### config.mk
export PLATFORM = sky130hd
export DESIGN_NAME = pse_front
export DESIGN_NICKNAME = d
export VERILOG_FILES = /design/src/design/pse_pkg.sv /design/src/design/pse_front.sv
export SDC_FILE = /design/constraint.sdc
export NUM_CORES = 2
export LEC_CHECK = 0
export ABC_AREA = 1
export BUFFER_PORTS_ARGS = -buffer_cell sky130_fd_sc_hd__buf_2
export CORE_MARGIN = 4
export CORE_UTILIZATION = 45
export CTS_CLUSTER_SIZE = 30
export DETAILED_ROUTE_END_ITERATION = 10
export GPL_ROUTABILITY_DRIVEN = 0
export PLACE_DENSITY = 0.58
export REMOVE_ABC_BUFFERS = 1
export SLEW_MARGIN = 20
export SYNTH_ARGS = -nofsm -noshare
export SYNTH_HDL_FRONTEND = slang
export SYNTH_SLANG_ARGS = --single-unit
### constraint.sdc
create_clock -name clk_i -period 7.3 [get_ports clk_i]
set_input_delay 1.095 -clock clk_i [delete_from_list [all_inputs] [get_ports clk_i]]
set_output_delay 1.095 -clock clk_i [all_outputs]
set_load 0.02 [all_outputs]
### src/design/pse_pkg.sv
package pse_pkg;

  localparam int unsigned DATA_W     = 32;
  localparam int unsigned RATE_W     = 16;
  localparam logic [RATE_W-1:0] RATE_RESET = 16'd200;

  // Speeds averaged per axis: the current one and WINDOW-1 older ones.
  // WINDOW is a power of two, so the mean drops the low REM_W bits of the sum.
  localparam int unsigned WINDOW     = 4;
  localparam int unsigned SUM_W      = DATA_W + $clog2(WINDOW);
  localparam int unsigned REM_W      = $clog2(WINDOW);
  localparam int unsigned PROD_W     = DATA_W + RATE_W;

  // Bit-serial square root: one result bit per step.
  localparam int unsigned SQ_W       = 2 * DATA_W;
  localparam int unsigned ROOT_REM_W = DATA_W + 2;
  localparam int unsigned ROOT_CNT_W = $clog2(DATA_W);

  localparam int unsigned FIFO_DEPTH = 2;
  localparam int unsigned FIFO_PTR_W = (FIFO_DEPTH > 1) ? $clog2(FIFO_DEPTH) : 1;
  localparam int unsigned FIFO_CNT_W = $clog2(FIFO_DEPTH + 1);

  typedef struct packed {
    logic              sat;
    logic [DATA_W-1:0] avg_y;
    logic [DATA_W-1:0] avg_x;
  } pse_avg_t;

  typedef struct packed {
    logic full;
    logic empty;
  } pse_fifo_st_t;

endpackage

### src/design/pse_front.sv
module pse_front (
  input  logic                        clk_i,
  input  logic                        rst_ni,
  input  logic                        cfg_we_i,
  input  logic [pse_pkg::RATE_W-1:0]  cfg_wdata_i,
  input  logic                        in_valid_i,
  output logic                        in_ready_o,
  input  logic [pse_pkg::DATA_W-1:0]  pos_x_i,
  input  logic [pse_pkg::DATA_W-1:0]  pos_y_i,
  output logic                        push_o,
  output pse_pkg::pse_avg_t           push_data_o,
  input  pse_pkg::pse_fifo_st_t       fifo_st_i
);
  import pse_pkg::*;

  typedef enum logic [3:0] {
    F_IDLE = 4'b0001,
    F_MUL  = 4'b0010,
    F_SUM  = 4'b0100,
    F_PUSH = 4'b1000
  } front_state_e;

  front_state_e          state_q, state_d;
  logic [RATE_W-1:0]     rate_q, rate_d;
  logic [DATA_W-1:0]     last_q [2];
  logic [DATA_W-1:0]     last_d [2];
  logic [DATA_W-1:0]     diff_q [2];
  logic [DATA_W-1:0]     diff_d [2];
  logic [DATA_W-1:0]     spd_q [2];
  logic [DATA_W-1:0]     spd_d [2];
  logic                  sat_q, sat_d;
  logic [DATA_W-1:0]     hist_q [2][WINDOW-1];
  logic [DATA_W-1:0]     hist_d [2][WINDOW-1];
  logic [SUM_W-1:0]      hsum_q [2];
  logic [SUM_W-1:0]      hsum_d [2];
  logic [DATA_W-1:0]     div_q [2];
  logic [DATA_W-1:0]     div_d [2];

  logic [DATA_W-1:0]     pos [2];
  logic [DATA_W:0]       sub [2];
  logic [PROD_W-1:0]     prod [2];
  logic [SUM_W-1:0]      total [2];
  logic                  clip;

  assign in_ready_o        = (state_q == F_IDLE);
  assign push_o            = (state_q == F_PUSH) && !fifo_st_i.full;
  assign push_data_o.avg_x = div_q[0];
  assign push_data_o.avg_y = div_q[1];
  assign push_data_o.sat   = sat_q;

  always_comb begin
    pos[0] = pos_x_i;
    pos[1] = pos_y_i;
    for (int a = 0; a < 2; a++) begin
      sub[a]   = {pos[a][DATA_W-1], pos[a]} - {last_q[a][DATA_W-1], last_q[a]};
      prod[a]  = PROD_W'(diff_q[a]) * PROD_W'(rate_q);
      total[a] = hsum_q[a] + SUM_W'(spd_q[a]);
    end
    clip = (|prod[0][PROD_W-1:DATA_W]) || (|prod[1][PROD_W-1:DATA_W]);
  end

  always_comb begin
    state_d = state_q;
    rate_d  = cfg_we_i ? cfg_wdata_i : rate_q;
    last_d  = last_q;
    diff_d  = diff_q;
    spd_d   = spd_q;
    sat_d   = sat_q;
    hist_d  = hist_q;
    hsum_d  = hsum_q;
    div_d   = div_q;
    unique case (state_q)
      F_IDLE: begin
        if (in_valid_i) begin
          for (int a = 0; a < 2; a++) begin
            last_d[a] = pos[a];
            // absolute difference always fits in DATA_W bits
            diff_d[a] = sub[a][DATA_W] ? DATA_W'(-sub[a]) : sub[a][DATA_W-1:0];
          end
          state_d = F_MUL;
        end
      end
      F_MUL: begin
        sat_d = clip;
        for (int a = 0; a < 2; a++) begin
          spd_d[a] = (|prod[a][PROD_W-1:DATA_W]) ? '1 : prod[a][DATA_W-1:0];
        end
        state_d = F_SUM;
      end
      F_SUM: begin
        for (int a = 0; a < 2; a++) begin
          // divide by the window length: drop the low bits of the sum
          div_d[a]  = total[a][SUM_W-1:REM_W];
          // running sum drops the oldest speed and takes the new one
          hsum_d[a] = total[a] - SUM_W'(hist_q[a][WINDOW-2]);
          for (int i = WINDOW - 2; i > 0; i--) begin
            hist_d[a][i] = hist_q[a][i-1];
          end
          hist_d[a][0] = spd_q[a];
        end
        state_d = F_PUSH;
      end
      F_PUSH: begin
        if (!fifo_st_i.full) begin
          state_d = F_IDLE;
        end
      end
      default: state_d = F_IDLE;
    endcase
  end

  always_ff @(posedge clk_i or negedge rst_ni) begin
    if (!rst_ni) begin
      state_q <= F_IDLE;
      rate_q  <= RATE_RESET;
      last_q  <= '{default: '0};
      hist_q  <= '{default: '0};
      hsum_q  <= '{default: '0};
    end else begin
      state_q <= state_d;
      rate_q  <= rate_d;
      last_q  <= last_d;
      hist_q  <= hist_d;
      hsum_q  <= hsum_d;
    end
  end

  always_ff @(posedge clk_i) begin
    diff_q <= diff_d;
    spd_q  <= spd_d;
    sat_q  <= sat_d;
    div_q  <= div_d;
  end

endmodule

==> qor.txt <==
Outcome -> finished, final reports clean
Max Freq -> 144 MHz
# rows -> 141
Root buffer cell -> clkbuf_16
CTS Hold Bufs -> 0
I/O Buffers -> 151
Worst Path Arrival -> 7300 ps
Sequential cell area -> 14,400 µm²
Overall routing resource usage -> 0.232
Slowest stage cell, crit path -> dfstp_2
Fraction of registers with async set/reset -> 0.641
NumNets Final -> 10,170
Synth cell types -> 55
Vias in the first global route -> 55,926
Most frequent cells in the layout -> nand2_1 (2,517), inv_1 (1,994), fa_1 (842)
DRC Markers -> 0
Filler cell count -> 14,627
Crit path capture type -> register
Number of synthesized register bits -> 537
Clock sink count -> 537
Hold Fails Final Rpt -> 0
Crit-path max FO -> 64
CTS tree -> built
DRT antenna net count -> 0
Final period utilization -> 0.952
Clock tree buffer depth -> 3
CP top delay family -> adder cells
Share of cells above drive strength 1 -> 0.0585
CP cell instances -> buf_12 -> nand2_1 -> fa_1 -> fa_1 -> fa_1 -> inv_1 -> fa_1 -> fa_1 -> inv_1 -> fa_1 -> inv_1 -> ha_1 -> nand2_1 -> nor2_1 -> nand2_1 -> o21ai_0 -> nand2_1 -> nand3_1 -> nand4_1 -> nor2_1 -> nand3_1 -> nor2_4 -> buf_12 -> nand2_1
Worst-path clk slew -> 60 ps
RSZ-0062 raised after global routing -> false
Total core area -> 148,000 µm²
Worst Path Buf+Inv -> 5
Max Slew Vio Count -> 0
Slowest stage delay, CP -> 550 ps
Relative slew slack -> 0.295
Final core occ -> 0.489
Vias -> 54,550
Die area -> 155,000 µm²
Number of max-cap violations -> 0
Sum Neg Setup Slack -> 0 ps
Yosys top cell area share -> 0.252
DRT iter0 DRCs -> 3,663
Routed wire length -> 175,000 µm
Multi-input gate area -> 43,600 µm²
Number of flops mapped to enable cells by yosys -> 193
Fin crit period -> 6950 ps
Die Wd -> 393 µm
CP most frequent cell -> fa_1
Most used DFF post-synth -> dfrtp_1
Clock buffer count from CTS -> 61
Worst R2R Setup Slack -> 350 ps
CP required -> 7660 ps
Hold Crit Class -> input pin to async pin
First-pass GRT wire length -> 290,000 µm
Detailed Place HPWL -> 140,000 µm
WL/cell -> 16.2 µm
Starting density of the core -> 0.452
Worst clock skew -> 76.1 ps
Synth Warn # -> 0
Die height -> 393 µm
Syn Inst Count -> 8,794
Worst skew pair latency -> 690 ps
1st-pass router iterations -> 6
Fin Hold WS -> 396 ps
Top post-synthesis cells by area -> fa_1 (25%), nand2_1 (14%), dfrtp_1 (13%)
Sequential area share after synthesis -> 0.216
GRT Residual Overflow -> 0
Largest area contributor in the netlist -> fa_1
Synth Area per Inst -> 7.60 µm²
Post-cts sizing count -> 0
Worst Tran Pin Value -> 1060 ps
Initial antenna violation count -> 8
Startpoint types -> register
Synthesized area -> 66,800 µm²
# H-tree levels -> 2
Area Growth Syn to Fin -> 8.09%
# setup viols final -> 0
Ports -> 153
Largest net degree at the start of global routing -> 193
Vias per std cell -> 5.05
Commonest non-fill, non-tap cell in the layout -> nand2_1
Critical setup path kind -> register to register
cell usage after synthesis (11+ instances only):
master	number
o21ai_0	482
or2_2	13
xnor2_1	104
nand4_1	70
nor4_1	11
buf_1	23
nand3_1	237
xor2_1	120
nor2_1	437
inv_1	1996
clkbuf_1	290
mux2_2	16
o21ai_1	14
a21o_1	18
nor3_1	48
a31oi_1	23
nand3b_1	14
edfxtp_1	193
nor2_2	11
o21a_1	29
ha_1	434
a21oi_1	352
fa_1	842
nand2_2	33
o21bai_1	22
nand2_1	2517
dfrtp_1	340
state kept, by name (all words and copies together) (netlist names), 4 cells and up:
signal and cells:
diff_q 64, last_q 64, hsum_q 68, spd_q 64
state_q 4, push_data_o 64, rate_q 16, hist_q 192
per-layer routing:
layer | GRT usage | up-vias | routed length (µm)
li1 | - | 26494 | -
met3 | 0.0277 | 293 | 9860
met5 | 0 | - | 69
met2 | 0.376 | 1482 | 78900
met4 | 0.0635 | 10 | 5060
met1 | 0.329 | 26271 | 81400
area by class of cell:
cell class,instances,area share
Clock inverter,33,0.00617
Antenna cell,3,0.000104
Timing Repair Buffer,275,0.0285
Clock buffer,83,0.0240
Sequential cell,537,0.200
Tap cell,1930,0.0334
Multi-Input combinational cell,5927,0.604
Inverter,2006,0.104
what timing repair did:
| action | CTS | global route |
|---|---|---|
| setup buffers | 0 | 16 |
| setup endpoints to repair | 0 | 18 |
| hold endpoints to repair | 0 | 0 |
logic make-up after synthesis:
kind of cell	Yosys count	share of synthesized area
adder cells (fa/ha/maj)	1276	0.334
AO/OA/AOI/OAI	993	0.0801
buffers and inverters	2330	0.132
AND/OR/NAND/NOR	3416	0.205
flip-flops	537	0.216
XOR/XNOR	226	0.0302
multiplexers	16	0.00270
stage by stage:
| step | instance area [µm²] | instances | setup WS (ps) |
|---|---|---|---|
| floorplan | 65500 | 8470 | -5070 |
| global placement | 69800 | 10659 | 490 |
| detailed placement | 69800 | 10659 | 419 |
| CTS | 72000 | 10775 | 315 |
| global route | 72200 | 10791 | 2.62 |
| finish | 72200 | 10794 | 353 |
path summary, 6_finish.rpt:
path | from | to | cells after the start
min reg2reg | hist_q[160] | hist_q[128] | 2
max reg2reg | rate_q[3] | spd_q[27] | 24
max | rate_q[3] | spd_q[27] | 24
min in group clk_i | hist_q[160] | hist_q[128] | 2
min | rst_ni | hist_q[37] | 1
max in group asynchronous | rst_ni | rate_q[10] | 2
Power is not shown: default switching activity piles up to over one toggle a cycle in this logic, so the estimate is an artifact.
