--- config.mk ---
export PLATFORM = sky130hd
export DESIGN_NAME = pse_back
export DESIGN_NICKNAME = d
export VERILOG_FILES = /design/src/design/pse_pkg.sv /design/src/design/pse_back.sv
export SDC_FILE = /design/constraint.sdc
export NUM_CORES = 2
export LEC_CHECK = 0
export BUFFER_PORTS_ARGS = -buffer_cell sky130_fd_sc_hd__buf_2
export CORE_UTILIZATION = 40
export DETAILED_ROUTE_END_ITERATION = 6
export GPL_ROUTABILITY_DRIVEN = 0
export GPL_TIMING_DRIVEN = 0
export PLACE_DENSITY = 0.58
export SYNTH_ARGS = -nofsm -noshare
export SYNTH_HDL_FRONTEND = slang
export SYNTH_SLANG_ARGS = --single-unit
--- constraint.sdc ---
create_clock -name clk_i -period 16.54 [get_ports clk_i]
set_input_delay 4.135 -clock clk_i [delete_from_list [all_inputs] [get_ports clk_i]]
set_output_delay 4.135 -clock clk_i [all_outputs]
set_load 0.005 [all_outputs]
--- src/design/pse_pkg.sv ---
package pse_pkg;

  localparam int unsigned DATA_W     = 32;
  localparam int unsigned RATE_W     = 16;
  localparam logic [RATE_W-1:0] RATE_RESET = 16'd200;

  // Speeds averaged per axis: the current one and WINDOW-1 older ones.
  // WINDOW is a power of two, so the mean drops the low REM_W bits of the sum.
  localparam int unsigned WINDOW     = 4;
  localparam int unsigned SUM_W      = DATA_W + $clog2(WINDOW);
  localparam int unsigned REM_W      = $clog2(WINDOW);
  localparam int unsigned PROD_W     = DATA_W + RATE_W;

  // Bit-serial square root: one result bit per step.
  localparam int unsigned SQ_W       = 2 * DATA_W;
  localparam int unsigned ROOT_REM_W = DATA_W + 2;
  localparam int unsigned ROOT_CNT_W = $clog2(DATA_W);

  localparam int unsigned FIFO_DEPTH = 2;
  localparam int unsigned FIFO_PTR_W = (FIFO_DEPTH > 1) ? $clog2(FIFO_DEPTH) : 1;
  localparam int unsigned FIFO_CNT_W = $clog2(FIFO_DEPTH + 1);

  typedef struct packed {
    logic              sat;
    logic [DATA_W-1:0] avg_y;
    logic [DATA_W-1:0] avg_x;
  } pse_avg_t;

  typedef struct packed {
    logic full;
    logic empty;
  } pse_fifo_st_t;

endpackage

--- src/design/pse_back.sv ---
module pse_back (
  input  logic                          clk_i,
  input  logic                          rst_ni,
  output logic                          pop_o,
  input  pse_pkg::pse_avg_t             pop_data_i,
  input  pse_pkg::pse_fifo_st_t         fifo_st_i,
  output logic                          out_valid_o,
  input  logic                          out_ready_i,
  output logic [3*pse_pkg::DATA_W-1:0]  out_data_o,
  output logic                          out_sat_o
);
  import pse_pkg::*;

  typedef enum logic [4:0] {
    B_IDLE = 5'b00001,
    B_SQR  = 5'b00010,
    B_ADD  = 5'b00100,
    B_ROOT = 5'b01000,
    B_DONE = 5'b10000
  } back_state_e;

  back_state_e            state_q, state_d;
  pse_avg_t               ent_q, ent_d;
  logic [SQ_W-1:0]        sqx_q, sqx_d;
  logic [SQ_W-1:0]        sqy_q, sqy_d;
  logic [SQ_W-1:0]        rad_q, rad_d;
  logic [ROOT_REM_W-1:0]  rem_q, rem_d;
  logic [DATA_W-1:0]      root_q, root_d;
  logic [ROOT_CNT_W-1:0]  cnt_q, cnt_d;
  logic                   msat_q, msat_d;
  logic                   ovalid_q, ovalid_d;
  logic [3*DATA_W-1:0]    odata_q, odata_d;
  logic                   osat_q, osat_d;

  logic [SQ_W:0]          sq_sum;
  logic [ROOT_REM_W+1:0]  rem_t;
  logic [ROOT_REM_W+1:0]  trial;
  logic                   ge;
  logic                   out_free;

  assign out_valid_o = ovalid_q;
  assign out_data_o  = odata_q;
  assign out_sat_o   = osat_q;
  assign out_free    = !ovalid_q || out_ready_i;
  assign pop_o       = (state_q == B_IDLE) && !fifo_st_i.empty;

  always_comb begin
    sq_sum = {1'b0, sqx_q} + {1'b0, sqy_q};
    rem_t  = {rem_q, rad_q[SQ_W-1:SQ_W-2]};
    trial  = (ROOT_REM_W+2)'({root_q, 2'b01});
    ge     = (rem_t >= trial);
  end

  always_comb begin
    state_d  = state_q;
    ent_d    = ent_q;
    sqx_d    = sqx_q;
    sqy_d    = sqy_q;
    rad_d    = rad_q;
    rem_d    = rem_q;
    root_d   = root_q;
    cnt_d    = cnt_q;
    msat_d   = msat_q;
    odata_d  = odata_q;
    osat_d   = osat_q;
    ovalid_d = ovalid_q && !out_ready_i;
    unique case (state_q)
      B_IDLE: begin
        if (!fifo_st_i.empty) begin
          ent_d   = pop_data_i;
          state_d = B_SQR;
        end
      end
      B_SQR: begin
        sqx_d   = SQ_W'(ent_q.avg_x) * SQ_W'(ent_q.avg_x);
        sqy_d   = SQ_W'(ent_q.avg_y) * SQ_W'(ent_q.avg_y);
        state_d = B_ADD;
      end
      B_ADD: begin
        cnt_d = '0;
        if (sq_sum[SQ_W]) begin
          // sum of squares beyond 64 bits: clip the magnitude
          root_d  = '1;
          msat_d  = 1'b1;
          state_d = B_DONE;
        end else begin
          rad_d   = sq_sum[SQ_W-1:0];
          rem_d   = '0;
          root_d  = '0;
          msat_d  = 1'b0;
          state_d = B_ROOT;
        end
      end
      B_ROOT: begin
        rem_d  = ge ? ROOT_REM_W'(rem_t - trial) : ROOT_REM_W'(rem_t);
        root_d = {root_q[DATA_W-2:0], ge};
        rad_d  = {rad_q[SQ_W-3:0], 2'b00};
        cnt_d  = cnt_q + 1'b1;
        if (cnt_q == ROOT_CNT_W'(DATA_W - 1)) begin
          state_d = B_DONE;
        end
      end
      B_DONE: begin
        if (out_free) begin
          odata_d  = {root_q, ent_q.avg_y, ent_q.avg_x};
          osat_d   = ent_q.sat || msat_q;
          ovalid_d = 1'b1;
          state_d  = B_IDLE;
        end
      end
      default: state_d = B_IDLE;
    endcase
  end

  always_ff @(posedge clk_i or negedge rst_ni) begin
    if (!rst_ni) begin
      state_q  <= B_IDLE;
      cnt_q    <= '0;
      ovalid_q <= 1'b0;
    end else begin
      state_q  <= state_d;
      cnt_q    <= cnt_d;
      ovalid_q <= ovalid_d;
    end
  end

  always_ff @(posedge clk_i) begin
    ent_q   <= ent_d;
    sqx_q   <= sqx_d;
    sqy_q   <= sqy_d;
    rad_q   <= rad_d;
    rem_q   <= rem_d;
    root_q  <= root_d;
    msat_q  <= msat_d;
    odata_q <= odata_d;
    osat_q  <= osat_d;
  end

endmodule

==> flow_summary.yaml <==
synthesis:
  synth-async-reset-ratio_pct: 2.56
  synth_area_um2: 78600
  ys_seq_area_share_pct: 16.4
  synth.most_common_cell: "inv_1"
  synth_top_area_share_pct: 40.3
  yosysTopAreaCell: "fa_1"
  syn-mean-instance-area_um2: 9.99
  ys_top_cells_by_count: "1,988 x inv_1, 1,584 x fa_1, 696 x ha_1"
  synth_cell_types: 85
  synth_edf_count: 419
  synthTopCellsByArea: "fa_1 40%, edfxtp_1 16%, ha_1 11%, inv_1 9.5%, and2_1 3.6%"
  synth_warnings: 0
  syn_nets: 10200
  synth_ff_type: "edfxtp_1"
  synthCells: 7867
  ys_ff_latch: 430
cts:
  cts_buffer_depth: 3
  clk_pin_slew_ns: 0.06
  post_cts_resized: 0
  numClockSinks: 430
  numCtsBuffers: 51
  cts_hold_buf: 0
  clock_latency_ns: 0.75
  postCtsSetupRepairBufs: 0
  cts.htree.levels: 2
  cts-root-buf: "clkbuf_16"
  cts_tree: "built"
timing:
  fin_crit_sh_pct: 62.4
  postLayoutSetupSlackWorst_ns: 6.21
  max_freq_mhz: 96.8
  setup_viol: 0
  finalMaxSlewViolations: 0
  period_minus_slack_ns: 10.33
  maxSlewHeadroom_pct: 14.8
  rsz0062_at_grt: "no"
  hold_violations: 0
  skew_ns: 0.0945
  tightestPinTransition_ns: 1.28
worst_setup_path:
  cp.arrival_ns: 10.79
  crit_path_max_incr_delay_ns: 0.88
  critPathLaunchType: "register"
  path_class: "register to register"
  worstPathMaxFanout: 10
  timing.rr.start: "ent_q[5]$_DFFE_PP_"
  cp.required_ns: 17.01
  end_kind: "register"
  r2r-end: "sqx_q[63]$_DFFE_PP_"
  crit_path_frequent_cell: "fa_1"
  r2r_slack_ns: 6.21
  cp_slowest_cell: "edfxtp_1"
  r2r_cells: 25
layout:
  nets: 10500
  fin_area_um2: 84800
  syn_to_final_growth_pct: 7.93
  final_layout_size_suffix_gt1_share_pct: 4.21
  fill_cells: 19000
routing:
  antenna_left: 0
  dr.pass1.iters: 5
  wl_per_cell_um: 21.8
  drt_iter0_markers: 4398
  routed_wirelength_um: 235000
  dr_total_vias: 56000
  viasPerCell: 5.19
  drc_errors: 0
global_routing:
  met2_usage_pct: 39.4
  grtUsageMet1_pct: 32.1
  use_met3_pct: 4.26
  antenna_found_initial: 16
  grt_pass1_vias: 60700
  overflow: 0
  grt_first_pass_wirelength_um: 363000
  grt_max_degree: 40
  top_usage_layer: "met2"
  track_usage_pct: 24.3
status:
  outcome: "finished clean"
placement:
  pre_cts_slack_ns: 6.43
  port_buffers: 167
  placed_area_um2: 83100
  dpl.hpwl_um: 195000
run:
  maxCapViolCount: 0
floorplanning:
  die-height_um: 445
  core_area_um2: 195000
  dieArea_um2: 198000
  placementRows: 162
  io_pins: 169
  initial_core_util_pct: 40.3
  die_x_um: 445
worst_hold_path:
  min_from: "root_q[17]$_DFFE_PP_"
  hold_path_end: "out_data_o[81]$_DFFE_PP_"
  holdPathStages: 0
  hp-class: "register to register"
critical path, delay by kind of cell (launching register included):
kind,cells,cell delay (ns)
AOI/OAI and AO/OA,6,1.91
xor gates and xnor gates,1,0.16
adders and majority gates,9,4.42
and+or+nand+nor,3,0.79
DFF,1,0.88
buffers and inverters,6,1.89
state kept, by name, indices dropped and copies added (netlist names):
register,flops
rem_q,34
sqx_q,63
out_data_o,96
out_valid_o,1
root_q,32
out_sat_o,1
rad_q,64
cnt_q,5
msat_q,1
ent_q,65
state_q,5
sqy_q,63
stage by stage:
stage | std cells | hold slack, ns | TNS, ns | utilization, %
finish | 10800 | 0.440 | 0 | 43.5
global route | 10800 | 0.466 | 0 | 43.5
CTS | 10800 | 0.438 | 0 | 43.5
detailed placement | 10700 | 0.433 | 0 | 42.6
global placement | 10700 | 0.431 | -184.29 | 42.4
floorplan | 7867 | 0.424 | 0 | -
layout by cell type, fill, tap and decap left out, drive strengths merged, types with 10 or more instances in the layout:
master   netlist  final
a2111oi       14     14
a211oi        27     27
a21boi        47     47
a21o         146    146
a21oi        278    278
a31o          25     25
a31oi         29     29
a41oi         10     10
and2         456    456
and3          23     23
buf           21    214
clkbuf       281    345
clkinv         0     16
dfrtp         10     10
diode          0     10
edfxtp       419    419
fa          1584   1584
ha           696    696
inv         1988   1992
mux2i         27     27
nand2        658    658
nand2b        18     18
nand3         38     38
nand4         57     57
nor2         263    263
nor2b         27     27
nor3          37     37
nor4          14     14
o211ai        16     16
o21a          24     24
o21ai        139    139
o21bai        47     47
o22ai         12     12
o31ai         22     22
or2           15     15
or3           13     13
xnor2        175    175
xor2         115    115
cell families after synthesis:
kind of cell / share of synthesized area (%)
fa+ha+maj: 51.4
mux: 0.387
flops: 16.4
buf+inv: 11.0
xor+xnor: 3.23
compound gates: 7.45
simple gates: 10.2
area by class of cell:
| cell class | instances | area (um^2) | area share, % |
|---|---|---|---|
| multi-input combinational | 5147 | 57100 | 67.4 |
| sequential | 430 | 12900 | 15.2 |
| inverter | 1988 | 7460 | 8.80 |
| tap | 2624 | 3280 | 3.87 |
| clock buffer | 64 | 1340 | 1.57 |
| timing repair buffer | 193 | 1180 | 1.39 |
| buffer | 302 | 1170 | 1.38 |
| clock inverter | 30 | 379 | 0.447 |
| antenna | 10 | 25.0 | 0.0295 |
worst max-delay path by stage:
stage / start / endpoint
4_1_cts: ent_q[2]$_DFFE_PP_ / sqx_q[63]$_DFFE_PP_
3_5_place_dp: ent_q[2]$_DFFE_PP_ / sqx_q[63]$_DFFE_PP_
2_1_floorplan: fifo_st_i[0] / pop_o
5_1_grt: ent_q[5]$_DFFE_PP_ / sqx_q[63]$_DFFE_PP_
3_3_place_gp: fifo_st_i[0] / pop_o
6_report: ent_q[5]$_DFFE_PP_ / sqx_q[63]$_DFFE_PP_
per-layer routing:
metal  routed length, um  vias to the layer above  part of all wire [%]
met5                  13                        -                0.0055
met1               95500                    28800                    41
li1                    -                    24700                     -
met4               11800                        2                   5.0
met3               18800                      522                   8.0
met2              109000                     2019                    46
Power is left out: the tool's default activity adds up to more than one toggle a clock period on the data nets, which glitch-free logic cannot reach.
