**config.mk**
```make
export PLATFORM = sky130hd
export DESIGN_NAME = pse_fifo
export DESIGN_NICKNAME = d
export VERILOG_FILES = /design/src/design/pse_pkg.sv /design/src/design/pse_fifo.sv
export SDC_FILE = /design/constraint.sdc
export NUM_CORES = 1
export LEC_CHECK = 0
export BUFFER_PORTS_ARGS = -buffer_cell sky130_fd_sc_hd__buf_2
export CORE_ASPECT_RATIO = 0.5
export CORE_MARGIN = 5
export CORE_UTILIZATION = 53
export CTS_CLUSTER_DIAMETER = 200
export CTS_CLUSTER_SIZE = 14
export DETAILED_ROUTE_END_ITERATION = 10
export MAX_ROUTING_LAYER = met4
export PLACE_DENSITY = 0.8
export REMOVE_ABC_BUFFERS = 1
export SETUP_SLACK_MARGIN = 0.3
export SLEW_MARGIN = 10
export SYNTH_ARGS = -nofsm -noshare
export SYNTH_HDL_FRONTEND = slang
export SYNTH_SLANG_ARGS = --single-unit
```
**constraint.sdc**
```tcl
create_clock -name clk_i -period 11.9 [get_ports clk_i]
set_input_delay 0.595 -clock clk_i [delete_from_list [all_inputs] [get_ports clk_i]]
set_output_delay 0.595 -clock clk_i [all_outputs]
set_load 0.01 [all_outputs]
```
**src/design/pse_pkg.sv**
```systemverilog
package pse_pkg;

  localparam int unsigned DATA_W     = 32;
  localparam int unsigned RATE_W     = 16;
  localparam logic [RATE_W-1:0] RATE_RESET = 16'd200;

  // Speeds averaged per axis: the current one and WINDOW-1 older ones.
  // WINDOW is a power of two, so the mean drops the low REM_W bits of the sum.
  localparam int unsigned WINDOW     = 4;
  localparam int unsigned SUM_W      = DATA_W + $clog2(WINDOW);
  localparam int unsigned REM_W      = $clog2(WINDOW);
  localparam int unsigned PROD_W     = DATA_W + RATE_W;

  // Bit-serial square root: one result bit per step.
  localparam int unsigned SQ_W       = 2 * DATA_W;
  localparam int unsigned ROOT_REM_W = DATA_W + 2;
  localparam int unsigned ROOT_CNT_W = $clog2(DATA_W);

  localparam int unsigned FIFO_DEPTH = 2;
  localparam int unsigned FIFO_PTR_W = (FIFO_DEPTH > 1) ? $clog2(FIFO_DEPTH) : 1;
  localparam int unsigned FIFO_CNT_W = $clog2(FIFO_DEPTH + 1);

  typedef struct packed {
    logic              sat;
    logic [DATA_W-1:0] avg_y;
    logic [DATA_W-1:0] avg_x;
  } pse_avg_t;

  typedef struct packed {
    logic full;
    logic empty;
  } pse_fifo_st_t;

endpackage

```
**src/design/pse_fifo.sv**
```systemverilog
module pse_fifo (
  input  logic                   clk_i,
  input  logic                   rst_ni,
  input  logic                   push_i,
  input  pse_pkg::pse_avg_t      push_data_i,
  input  logic                   pop_i,
  output pse_pkg::pse_avg_t      pop_data_o,
  output pse_pkg::pse_fifo_st_t  st_o
);
  import pse_pkg::*;

  pse_avg_t               mem_q [FIFO_DEPTH];
  logic [FIFO_PTR_W-1:0]  wr_q, wr_d;
  logic [FIFO_PTR_W-1:0]  rd_q, rd_d;
  logic [FIFO_CNT_W-1:0]  cnt_q, cnt_d;
  logic                   do_push, do_pop;

  assign st_o.full  = (cnt_q == FIFO_CNT_W'(FIFO_DEPTH));
  assign st_o.empty = (cnt_q == '0);
  assign do_push    = push_i && !st_o.full;
  assign do_pop     = pop_i && !st_o.empty;
  assign pop_data_o = mem_q[rd_q];

  always_comb begin
    wr_d  = wr_q;
    rd_d  = rd_q;
    cnt_d = cnt_q;
    if (do_push) begin
      wr_d = (wr_q == FIFO_PTR_W'(FIFO_DEPTH - 1)) ? '0 : wr_q + 1'b1;
    end
    if (do_pop) begin
      rd_d = (rd_q == FIFO_PTR_W'(FIFO_DEPTH - 1)) ? '0 : rd_q + 1'b1;
    end
    if (do_push && !do_pop) begin
      cnt_d = cnt_q + 1'b1;
    end else if (do_pop && !do_push) begin
      cnt_d = cnt_q - 1'b1;
    end
  end

  always_ff @(posedge clk_i or negedge rst_ni) begin
    if (!rst_ni) begin
      wr_q  <= '0;
      rd_q  <= '0;
      cnt_q <= '0;
    end else begin
      wr_q  <= wr_d;
      rd_q  <= rd_d;
      cnt_q <= cnt_d;
    end
  end

  always_ff @(posedge clk_i) begin
    if (do_push) begin
      mem_q[wr_q] <= push_data_i;
    end
  end

endmodule

```
==> results of run 1 <==
[layout by cell type (no fill, tap or decap)]
cell type | Yosys | final
sky130_fd_sc_hd__clkbuf_1 | 0 | 6
sky130_fd_sc_hd__and3_2 | 0 | 1
sky130_fd_sc_hd__clkbuf_16 | 0 | 17
sky130_fd_sc_hd__edfxtp_1 | 130 | 130
sky130_fd_sc_hd__o21ai_0 | 1 | 1
sky130_fd_sc_hd__clkinv_2 | 0 | 3
sky130_fd_sc_hd__buf_2 | 2 | 135
sky130_fd_sc_hd__nand2b_1 | 1 | 1
sky130_fd_sc_hd__clkinv_1 | 0 | 1
sky130_fd_sc_hd__mux2_4 | 40 | 40
sky130_fd_sc_hd__mux2_2 | 25 | 25
sky130_fd_sc_hd__ha_1 | 1 | 1
sky130_fd_sc_hd__nor2_1 | 3 | 2
sky130_fd_sc_hd__xnor2_1 | 3 | 3
sky130_fd_sc_hd__dfrtp_1 | 4 | 3
sky130_fd_sc_hd__inv_1 | 2 | 2
sky130_fd_sc_hd__dlygate4sd3_1 | 0 | 1
sky130_fd_sc_hd__buf_4 | 0 | 2
sky130_fd_sc_hd__dfrtp_4 | 0 | 1
sky130_fd_sc_hd__nand2_1 | 1 | 1
sky130_fd_sc_hd__clkinvlp_4 | 0 | 1
sky130_fd_sc_hd__xor2_1 | 2 | 2
sky130_fd_sc_hd__nor2_4 | 0 | 1
sky130_fd_sc_hd__bufinv_16 | 0 | 1
[kinds of logic after synthesis]
kind of cell / Yosys count / share of synthesized area, %
buf+inv: 9 / 1.46
flops: 134 / 79.3
simple gates: 6 / 0.545
xor+xnor: 5 / 0.868
fa+ha+maj: 1 / 0.248
mux: 65 / 17.5
compound gates: 1 / 0.0990
[repair_timing]
item | CTS | global route
gates resized for setup | 0 | 0
endpoints found under the hold margin | 4 | 0
hold buffers | 1 | 0
[cell type report]
type                            instances  area share, %
Clock buffer                           23           7.05
Clock inverter                          6          0.887
Inverter                                2          0.118
Multi-Input combinational cell         78           15.4
Sequential cell                       134           63.1
Tap cell                              121           2.38
Timing Repair Buffer                  138           11.0
[report_power, final]
| part | switching (mW) | internal [mW] |
|---|---|---|
| Clock | 0.169 | 0.281 |
| Combinational | 0.194 | 0.237 |
| Sequential | 0.0837 | 0.649 |
| Total | 0.447 | 1.17 |
[critical path: cells and delay by family (launching register included)]
family	cells	cell delay, ps
multiplexers	1	420
flip-flops	1	1130
buffers and inverters	1	140
[through the flow]
step	hold WS (ps)	setup slack [ps]	area [sq um]
finish	385	9160	6350
detailed placement	408	9560	5840
CTS	366	9130	6350
global placement	402	9570	5840
global route	367	9060	6350
floorplan	299	8010	4980
[state kept, by name (all words and copies together) (netlist names)]
signal,cells
rd_q,1
cnt_q,2
wr_q,1
mem_q,130
[metal layers]
metal | vias up | wire, um | track usage, %
met5 | - | 0 | -
met4 | 0 | 136 | 6.18
met3 | 14 | 402 | 4.73
met2 | 64 | 5010 | 29.1
met1 | 1235 | 3360 | 17.1
li1 | 1170 | - | -
[how the worst min path moves through the flow]
stage	endpoint
2_1_floorplan	cnt_q[0]
3_3_place_gp	cnt_q[1]
3_5_place_dp	cnt_q[0]
4_1_cts	mem_q[0][43]
5_1_grt	mem_q[1][59]
6_report	mem_q[0][44]
==> run summary, run 1 <==
site row count = 25
fraction of layout instances using a drive strength above 1 = 59.6%
number of routed nets with antenna violations = 0
worst r2r src = cnt_q[0]
drt drc = 0
number of synthesized register bits = 134
leading register cell type out of synthesis = sky130_fd_sc_hd__edfxtp_1
clock tree from TritonCTS = done
antenna violations before repair = 0
average instance area after synthesis = 22.8 sq um
Async SR Flop Fraction = 2.99%
Die Span Y = 79.0 um
Die Outline Area = 11700 sq um
fin util = 67.9%
minimum clock period after layout = 2740 ps
pin count of the biggest net entering global routing = 67
total power consumption of the routed design = 1.61 mW
warnings from Yosys = 0
number of enable flip-flop cells after synthesis = 130
portion of the clock cycle consumed by the worst path in the final layout = 23.1%
hold wc startpoint = push_data_i[44]
Data arrival, critical path = 2150 ps
Placeable Area = 9350 sq um
startpoint of the worst setup timing path = rd_q
number of cells traversed by the worst register-to-register path = 4
via count = 2483
final global-route overflow total = 0
first-pass GRT wire length = 13800 um
Worst Setup Start Kind = flip-flop
HPWL after DPL = 5800 um
Worst Tran Pin Value = 1090 ps
endpoint required time on the critical path = 11310 ps
total wirelength of the detailed-routed design = 8920 um
number of max-cap violations = 0
setup repair after global routing missed its margin = false
initial core utilization = 54.0%
final weighted congestion in routability-driven placement = 0.720
fill count = 639
slowest cell on the critical path = sky130_fd_sc_hd__dfrtp_4
internal reg-to-reg setup slack = 9950 ps
CTS H-Tree Depth = 4
total area of multi-input combinational cells = 980 sq um
Worst Hold Depth = 1
net count reported at finish = 441
clock latency on the worst-skew pair = 400 ps
count leader, synth = sky130_fd_sc_hd__edfxtp_1
end of the critical path = pop_data_o[38]
reg-to-reg endpoint = mem_q[0][19]
final slew viol count = 0
vias per std cell = 4.95
Clock Skew = 8.68 ps
critical setup path kind = reg2out
count of antenna diodes in the layout = 0
CP peak stage delay = 1130 ps
run status = completed
Inserted Clock Buffers = 17
Slew Limit Headroom = 27.1%
number of global-route vias before repair = 2710
cells traversed along the worst timing path = mux2_2 -> buf_2
Critical Path End Type = output pin
Commonest cells post-synth = sky130_fd_sc_hd__edfxtp_1, sky130_fd_sc_hd__mux2_4, sky130_fd_sc_hd__mux2_2
Critical Path Fanout Max = 66
first-iteration detailed-routing DRC count = 136
netlist area before placement = 5050 sq um
leakage power = 2.53 nW
clock-pin slew of the registers on the worst-case setup and hold paths = 50 ps
area taken by flip-flops and latches = 4010 sq um
mean routed wirelength per cell = 17.8 um
Top Ports = 136
Syn Inst Count = 221
post-synth top area share = 77.3%
maximum number of buffers from clock root to sink = 2
register area share after synthesis = 79.3%
horizontal die dimension = 148 um
GRT Util Overall = 16.2%
number of setup buffers added after CTS = 0
number of cells in the finished layout apart from fillers = 502
area added between synthesis and finish = 25.8%
synth unique cells = 15
dominant cells by area after synthesis = sky130_fd_sc_hd__edfxtp_1, sky130_fd_sc_hd__mux2_4, sky130_fd_sc_hd__mux2_2, sky130_fd_sc_hd__dfrtp_1, sky130_fd_sc_hd__buf_6
first-pass iteration count of the detailed router = 4
hold crit path type = in2reg
setup-violating endpoint count in the final report = 0
CTS sink cnt = 134
port buffer count = 135
Fin Setup TNS = 0 ps
largest area contributor in the synthesized netlist = sky130_fd_sc_hd__edfxtp_1
worst vdd ir = 0.207 mV
Root Driver = sky130_fd_sc_hd__clkbuf_16
Final Hold Vio Count = 0
instance count after placement with tap cells included = 472
achievable frequency = 364 MHz
Cell Pwr Density = 254 nW/um^2
(Power assumes the default switching activity.)
==> inputs of run 2 (changes only) <==
--- a/config.mk
+++ b/config.mk
@@ -8,12 +8,12 @@
 export BUFFER_PORTS_ARGS = -buffer_cell sky130_fd_sc_hd__buf_2
 export CORE_ASPECT_RATIO = 0.5
 export CORE_MARGIN = 5
-export CORE_UTILIZATION = 53
+export CORE_UTILIZATION = 52
 export CTS_CLUSTER_DIAMETER = 200
 export CTS_CLUSTER_SIZE = 14
 export DETAILED_ROUTE_END_ITERATION = 10
 export MAX_ROUTING_LAYER = met4
-export PLACE_DENSITY = 0.8
+export PLACE_DENSITY = 0.79
 export REMOVE_ABC_BUFFERS = 1
 export SETUP_SLACK_MARGIN = 0.3
 export SLEW_MARGIN = 10
==> constraint.sdc (replaced) <==
create_clock -name clk_i -period 2.74 [get_ports clk_i]
set_input_delay 0.137 -clock clk_i [delete_from_list [all_inputs] [get_ports clk_i]]
set_output_delay 0.137 -clock clk_i [all_outputs]
set_load 0.01 [all_outputs]
==> run 2 against run 1 <==
Net effect:
- clock skew fell by 1.0 ps
- non-clock buffer count rose by 67
- setup slack got worse by 8600 ps
- sequential power rose to 4.2 times the previous value
- critical path type unchanged
- critical endpoint is now pop_data_o[35]
- largest power group unchanged
- highest routed layer unchanged
==> run summary, run 2 (same netlist as run 1, synthesis figures left out) <==
final global-route overflow total = 0 (unchanged)
sequential cell fraction of total power = 39.4% (was 45.4%)
Final Hold Vio Count = 0 (unchanged)
largest registers = mem_q (130), cnt_q (2) (unchanged)
setup repair after global routing missed its margin = false (unchanged)
leakage power = 2.91 nW (was 2.53 nW)
final slew viol count = 0 (unchanged)
Root Driver = sky130_fd_sc_hd__clkbuf_16 (unchanged)
flip-flop count of the largest register, all copies and words added = 130 (unchanged)
CTS sink cnt = 134 (unchanged)
via count = 2802 (was 2483)
first-pass iteration count of the detailed router = 4 (unchanged)
portion of the clock cycle consumed by the worst path in the final layout = 79.6%
setup-violating endpoint count in the final report = 0 (unchanged)
total power consumption of the routed design = 7.81 mW (was 1.61 mW)
cell-internal power = 5.72 mW (was 1.17 mW)
instance count after placement with tap cells included = 488 (was 472)
Worst Tran Pin Value = 557 ps (was 1090 ps)
Die Span Y = 79.7 um (was 79.0 um)
clock tree from TritonCTS = done (unchanged)
first-iteration detailed-routing DRC count = 166 (was 136)
clock-pin slew of the registers on the worst-case setup and hold paths = 60 ps (was 50 ps)
drt drc = 0 (unchanged)
Critical Path End Type = output pin (unchanged)
Worst Setup Start Kind = flip-flop (unchanged)
critical setup path kind = reg2out (unchanged)
horizontal die dimension = 149 um (was 148 um)
port buffer count = 135 (unchanged)
number of cells traversed by the worst register-to-register path = 4 (unchanged)
count of antenna diodes in the layout = 0 (unchanged)
Clock Skew = 7.66 ps (was 8.68 ps)
Die Outline Area = 11900 sq um (was 11700 sq um)
initial core utilization = 53.4% (was 54.0%)
register name with the most flops = mem_q (unchanged)
internal reg-to-reg setup slack = 1090 ps (was 9950 ps)
GRT Util Overall = 19.2% (was 16.2%)
final weighted congestion in routability-driven placement = 0.791 (was 0.720)
Top Ports = 136 (unchanged)
number of routed nets with antenna violations = 0 (unchanged)
switching power summed over all nets = 2.09 mW (was 0.447 mW)
most used cells in the layout excluding fill and tap cells = sky130_fd_sc_hd__buf_2, sky130_fd_sc_hd__edfxtp_1, sky130_fd_sc_hd__dlygate4sd3_1, sky130_fd_sc_hd__mux2_4, sky130_fd_sc_hd__mux2_2 (was sky130_fd_sc_hd__buf_2, sky130_fd_sc_hd__edfxtp_1, sky130_fd_sc_hd__mux2_4, sky130_fd_sc_hd__mux2_2, sky130_fd_sc_hd__clkbuf_16)
total wirelength of the detailed-routed design = 10600 um (was 8920 um)
number of setup buffers added after CTS = 0 (unchanged)
endpoint required time on the critical path = 2600 ps (was 11310 ps)
number of cells in the finished layout apart from fillers = 586 (was 502)
Cell Pwr Density = 1080 nW/um^2 (was 254 nW/um^2)
most common cell after layout, fill and taps aside = sky130_fd_sc_hd__buf_2 (unchanged)
fraction of layout instances using a drive strength above 1 = 52.8% (was 59.6%)
net count reported at finish = 508 (was 441)
reg-to-reg endpoint = mem_q[0][46] (was mem_q[0][19])
relative contribution of the clock network to total power = 33.5% (was 27.9%)
mean routed wirelength per cell = 18.1 um (was 17.8 um)
final non-filler cell area = 7240 sq um (was 6350 sq um)
CTS H-Tree Depth = 4 (unchanged)
clock latency on the worst-skew pair = 400 ps (about the same)
worst r2r src = cnt_q[0] (unchanged)
achievable frequency = 459 MHz
Inserted Clock Buffers = 17 (unchanged)
number of max-cap violations = 0 (unchanged)
antenna violations before repair = 0 (unchanged)
first-pass GRT wire length = 16200 um (was 13800 um)
Slew Limit Headroom = 62.9% (was 27.1%)
number of global-route vias before repair = 3126 (was 2710)
Critical Path Fanout Max = 35 (was 66)
run status = completed (unchanged)
HPWL after DPL = 6300 um (was 5800 um)
minimum clock period after layout = 2180 ps
hold crit path type = in2async (was in2reg)
worst vdd ir = 0.746 mV (was 0.207 mV)
pin count of the biggest net entering global routing = 66 (was 67)
site row count = 25 (unchanged)
maximum number of buffers from clock root to sink = 2 (unchanged)
vias per std cell = 4.78 (was 4.95)
Data arrival, critical path = 2040 ps (was 2150 ps)
Placeable Area = 9450 sq um (was 9350 sq um)
fraction of power spent switching nets = 26.7% (was 27.7%)
area added between synthesis and finish = 43.4% (was 25.8%)
post-detailed-placement cell area = 5890 sq um (was 5840 sq um)
combinational power share = 27.1% (was 26.7%)
-- run 2: cell types whose count changed in the layout (fill, tap and decap cells not counted) --
cell and delta:
sky130_fd_sc_hd__clkbuf_1 -5, sky130_fd_sc_hd__bufinv_16 +6, sky130_fd_sc_hd__dlygate4sd3_1 +65, sky130_fd_sc_hd__clkinv_1 -1, sky130_fd_sc_hd__clkinv_4 +2, sky130_fd_sc_hd__buf_12 +2
sky130_fd_sc_hd__clkinv_2 +1
-- run 2: area by class of cell --
| class | count | area (sq um) |
|---|---|---|
| Clock buffer | 18 | 429 |
| Clock inverter | 14 | 255 |
| Fill cell | 557 | 2210 |
| Inverter | 2 | 7.51 |
| Multi-Input combinational cell | 78 | 980 |
| Sequential cell | 134 | 4010 |
| Tap cell | 135 | 169 |
| Timing Repair Buffer | 205 | 1390 |
-- run 2: power by group through the flow --
stage                     combinational (mW)  clock, mW  sequential, mW
final                                   2.12       2.62            3.07
after global routing                    2.26       2.77            3.11
after CTS                               2.15       2.65            3.07
after detailed placement                2.06          0            3.11
after global placement                  2.01          0            3.06
after floorplan                         1.31          0            3.14
-- run 2: how the worst max path moves through the flow --
stage	slack (ps)	end	cells past startpoint	from
global route	480	pop_data_o[35]	3	rd_q
floorplan	-1110	mem_q[0][0]	3	cnt_q[0]
CTS	540	pop_data_o[43]	3	rd_q
finish	560	pop_data_o[35]	3	rd_q
detailed placement	980	pop_data_o[43]	3	rd_q
global placement	1000	pop_data_o[58]	3	rd_q
-- run 2: metrics by stage --
step	hold WS (ps)	utilization (%)	worst slack, ps	setup TNS [ps]
4_1_cts	57.1	76.6	544	0
5_1_grt	77.0	76.6	478	0
3_3_place_gp	-53.4	62.4	1000	0
6_report	68.8	76.6	560	0
3_5_place_dp	-48.6	62.4	983	0
2_1_floorplan	-159	-	-1110	-72140
-- run 2: timing repair --
action | CTS | global route
hold endpoints to repair | 134 | 0
hold buffers | 66 | 0
resized for setup | 0 | 0
-- run 2: layer usage --
metal,GRT usage [%],part of all wire [%]
met3,4.99,3.9
met5,-,0
met1,19.9,38
met2,34.5,56
met4,9.41,2.4
-- run 2: critical path: stages, from the launching register on --
cell and delay (ps):
sky130_fd_sc_hd__dfrtp_4 780, sky130_fd_sc_hd__buf_12 310, sky130_fd_sc_hd__mux2_2 370, sky130_fd_sc_hd__buf_2 140
